[config.mk]
export PLATFORM = sky130hd
export DESIGN_NAME = tfn_queue
export DESIGN_NICKNAME = d
export VERILOG_FILES = /design/src/hdl/tfn_pkg.sv /design/src/hdl/tfn_queue.sv
export SDC_FILE = /design/constraint.sdc
export NUM_CORES = 1
export LEC_CHECK = 0
export BUFFER_PORTS_ARGS = -buffer_cell sky130_fd_sc_hd__buf_4
export CORE_MARGIN = 2
export CORE_UTILIZATION = 57
export DETAILED_ROUTE_END_ITERATION = 6
export PLACE_DENSITY = 0.8
export REMOVE_ABC_BUFFERS = 1
export SETUP_SLACK_MARGIN = 0.4
export SLEW_MARGIN = 20
export SYNTH_ARGS = -nofsm -noshare
export SYNTH_HDL_FRONTEND = slang
export SYNTH_SLANG_ARGS = --single-unit
export TNS_END_PERCENT = 50
[constraint.sdc]
create_clock -name clk -period 4.1 [get_ports clk]
set_input_delay 0.205 -clock clk [delete_from_list [all_inputs] [get_ports clk]]
set_output_delay 0.205 -clock clk [all_outputs]
set_load 0.05 [all_outputs]
[src/hdl/tfn_pkg.sv]
// Shared constants and status types for the triangle face normal block.
`timescale 1ns / 1ps
`default_nettype none
package tfn_pkg;

  localparam int COORD_BITS_DEF = 16;
  localparam int FRAC_BITS_DEF  = 14;

  localparam int NORM_TOP = 29;
  localparam int NORM_W   = NORM_TOP + 1;
  localparam int SQR_W    = 2 * NORM_W;
  localparam int SUM_W    = SQR_W + 2;
  localparam int LEN_W    = SUM_W / 2;
  localparam int SQ_STAGES = LEN_W;

  localparam int OUT_W = 16;
  localparam logic [OUT_W-1:0] OUT_POS_SAT = 16'h7fff;
  localparam logic [OUT_W-1:0] OUT_NEG_SAT = 16'h8000;

  localparam int QUEUE_DEPTH = 4;
  localparam int QPTR_W      = 2;
  localparam int QLVL_W      = 3;

  typedef struct packed {
    logic [1:0] inflight;
  } tfn_front_stat_t;

  typedef struct packed {
    logic              empty;
    logic [QLVL_W-1:0] level;
  } tfn_queue_stat_t;

endpackage
`default_nettype wire

[src/hdl/tfn_queue.sv]
// Short register queue between the front and back parts.
`timescale 1ns / 1ps
`default_nettype none
module tfn_queue #(
  parameter int W = 100
) (
  input  wire          clk,
  input  wire          rst,
  input  wire          push,
  input  wire [W-1:0]  push_data,
  output logic         pop_valid,
  output logic [W-1:0] pop_data,
  output tfn_pkg::tfn_queue_stat_t stat
);

  logic [W-1:0] mem [tfn_pkg::QUEUE_DEPTH];
  logic [tfn_pkg::QPTR_W-1:0] wr, rd;
  logic [tfn_pkg::QLVL_W-1:0] level;
  logic pop;

  assign pop       = (level != '0);
  assign pop_valid = pop;
  assign pop_data  = mem[rd];

  always_ff @(posedge clk) begin
    if (rst) begin
      wr    <= '0;
      rd    <= '0;
      level <= '0;
    end else begin
      if (push) wr <= wr + 1'b1;
      if (pop) rd <= rd + 1'b1;
      level <= level + tfn_pkg::QLVL_W'(push) - tfn_pkg::QLVL_W'(pop);
    end
  end

  always_ff @(posedge clk) begin
    if (push) mem[wr] <= push_data;
  end

  assign stat.empty = (level == '0);
  assign stat.level = level;

endmodule
`default_nettype wire

==> flow_metrics.env <==
export IMPL_fmaxAchievable_mhz=365
export IMPL_worst_setup_path_end_kind="output pin"
export IMPL_cp_slowest_cell="dfxtp_4"
export IMPL_antenna_found_initial=2
export IMPL_cpMostUsedCell="buf_4"
export IMPL_yosysSeqAreaShare_pct=81.4
export IMPL_grtUsageMet3_pct=4.22
export IMPL_place_ws_ps=1830
export IMPL_worst_path_buf_inv=2
export IMPL_syn_area_per_cell_um2=26.5
export IMPL_finalNetCount=1009
export IMPL_die_y_um=166
export IMPL_met2_usage_pct=36.8
export IMPL_vias=7200
export IMPL_syn_area_mm2=0.0150
export IMPL_seqCellArea_mm2=0.0122
export IMPL_drive_gt1_share_pct=40.4
export IMPL_status="finished clean"
export IMPL_yosys_area_top_type_share_pct=80.2
export IMPL_dr_first_iter_drc_count=694
export IMPL_maxCapViolCount=0
export IMPL_routed_wl_mm=29.6
export IMPL_final_hold_viol_count=0
export IMPL_synth_edf_count=400
export IMPL_cts_tree="done"
export IMPL_final_area_mm2=0.0191
export IMPL_ys_seq_elements=409
export IMPL_cts_made_buffers=39
export IMPL_portBuffers=207
export IMPL_setup_viol_count_final=0
export IMPL_skew_ps=11.6
export IMPL_h_tree_depth=2
export IMPL_row_count=59
export IMPL_ys_flop_type="edfxtp_1"
export IMPL_post_drt_wl_per_cell_um=23.4
export IMPL_synth_common_cells="edfxtp_1, mux4_2, buf_12, buf_2, dfxtp_1"
export IMPL_max_stage_delay_ps=650
export IMPL_p_leak_nw=6.52
export IMPL_route_detailed_drc=0
export IMPL_ant_nets=0
export IMPL_grt_util_met1_pct=28.9
export IMPL_top_usage_layer="met2"
export IMPL_via_per_inst=5.70
export IMPL_die_w_um=166
export IMPL_place_hpwl_mm=16.7
export IMPL_layout_min_cycle_time_ps=2740
export IMPL_ir_drop_mv=0.705
export IMPL_cp_max_fo=24
export IMPL_finalSetupTns_ps=0
export IMPL_ys_types=22
export IMPL_slew_headroom_pct=42.5
export IMPL_hold_class="in2reg"
export IMPL_grt_usage_pct=21.7
export IMPL_overflow=0
export IMPL_placed_cell_area_mm2=0.0168
export IMPL_grt_pass1_wl_mm=45.4
export IMPL_worst_slew_pin_slew_ps=863
export IMPL_clk_pin_slew_worst_paths_ps=60
export IMPL_yosys_top_cells_area="edfxtp_1, mux4_2, buf_12"
export IMPL_cts_resized=0
export IMPL_start_kind="register"
export IMPL_drv_slew=0
export IMPL_powerDensity_mw_per_mm2=686
export IMPL_critPathTopFamily="buffers and inverters"
export IMPL_rsz0062_at_grt="no"
export IMPL_area_delta_synth_final_pct=27.5
export IMPL_initial_core_util_pct=57.8
export IMPL_finalCritPeriodShare_pct=66.8
export IMPL_synthCells=565
export IMPL_dr_pass1_iters=5
export IMPL_grt_max_degree=56
export IMPL_insertion_delay_ps=520
export IMPL_path_class="reg2out"
export IMPL_core_area_mm2=0.0259
export IMPL_n_fill_cell=1380
export IMPL_critPathRequiredTime_ps=3890
export IMPL_synthArstFlopShare_pct=0
export IMPL_grt_pass1_vias=7869
export IMPL_multi_input_area_mm2=0.00250
export IMPL_cts_sinks=409
export IMPL_dieArea_mm2=0.0276
export IMPL_setup_ws_ps=1360
export IMPL_crit_chain="buf_4 > mux4_2 > buf_4"
export IMPL_cp_arrival_ps=2530
export IMPL_ios=208
export IMPL_synth_most_common_cell="edfxtp_1"
export IMPL_postCtsSetupBuffers=0
export IMPL_yosysWarnings=0
export IMPL_ctsRootBufferMaster="clkbuf_16"
export IMPL_gp_congestion=0.715
export IMPL_synth_top_cell_by_area="edfxtp_1"
export IMPL_clock_path_buffers=3
-- cells by family (layout without fill, tap and decap cells) --
kind of cell	Yosys count	count (layout)	share of synthesized area, %
xor gates and xnor gates	2	2	0.209
muxes	102	102	15.2
other	0	1	0
adders and majority gates	7	7	0.635
and+or+nand+nor	15	15	0.527
buffers and inverters	29	392	1.95
DFF	409	409	81.4
AOI/OAI and AO/OA	1	1	0.0585
-- state kept, by name, summed over array words and instances, names as in the netlist, named ones only --
register,flops
mem,400
rd,2
wr,2
level,3
-- layout make-up --
| type | count | share of cell area (%) |
|---|---|---|
| Inverter | 6 | 0.118 |
| Antenna cell | 1 | 0.0131 |
| Clock buffer | 51 | 5.35 |
| Clock inverter | 19 | 1.18 |
| Sequential cell | 409 | 63.9 |
| Timing Repair Buffer | 316 | 14.1 |
| Multi-Input combinational cell | 127 | 13.1 |
| Tap cell | 335 | 2.20 |
-- power by group --
part           total [W]  leakage [nW]  internal [W]  switching (W)
clock            0.00352         0.598       0.00208        0.00144
combinational    0.00452          2.18       0.00167        0.00285
sequential       0.00506          3.75       0.00483       0.000229
-- layer usage --
metal  vias up  wire [µm]
met1      3722      11500
met3        54       2140
li1       3102          -
met5         -         13
met4         2        779
met2       320      15100
-- worst min-delay path, delay by kind of cell --
kind / cells / cell delay [ps]
XOR/XNOR: 1 / 80
buffers and inverters: 1 / 130
AND/OR/NAND/NOR: 1 / 80
-- per-stage QoR --
step                utilization [%]  total power [W]  hold WS (ps)  instances
floorplan                         -          0.00838           272        542
global placement               64.9          0.00952           403       1092
detailed placement             64.9          0.00960           407       1092
CTS                            73.7           0.0132          10.8       1263
global route                   73.7           0.0135          35.1       1264
finish                         73.7           0.0131          28.0       1264
-- placed cells by master, fill, tap and decap left out --
cell type      netlist  layout
buf_4                0     209
bufinv_16            0       5
clkbuf_16            0      39
and2_4               0       4
clkbuf_1             1      12
dfxtp_1              9       7
inv_6                0       1
o31a_1               1       1
clkinv_1             0       5
dlygate4sd3_1        0     101
mux2_2               1       1
diode_2              0       1
nor4_1               1       1
inv_1                6       6
xnor2_1              1       1
fa_1                 1       1
buf_12              10       6
nor3_1               2       2
xnor3_1              1       1
clkinvlp_4           0       3
clkinv_2             0       5
mux2i_1              1       1
nor2_1               5       5
nor2b_1              2       2
edfxtp_1           400     400
ha_1                 6       6
mux4_2             100     100
dfxtp_4              0       2
or3_1                1       1
-- worst paths after layout --
check | start | end | slack [ps] | cells past startpoint
worst min-delay path | push | wr[0] | 30 | 3
worst max-delay path | register | pop_data[51] | 1360 | 3
worst max register to register | level[1] | level[2] | 1870 | 8
worst min register to register | wr[0] | wr[0] | 580 | 2
-- what timing repair did --
action                     4_1_cts  5_1_grt
hold endpoints to repair       407        0
hold buffers                   101        0
setup endpoints to repair        0        0
Power figures use the tool's default switching activity.
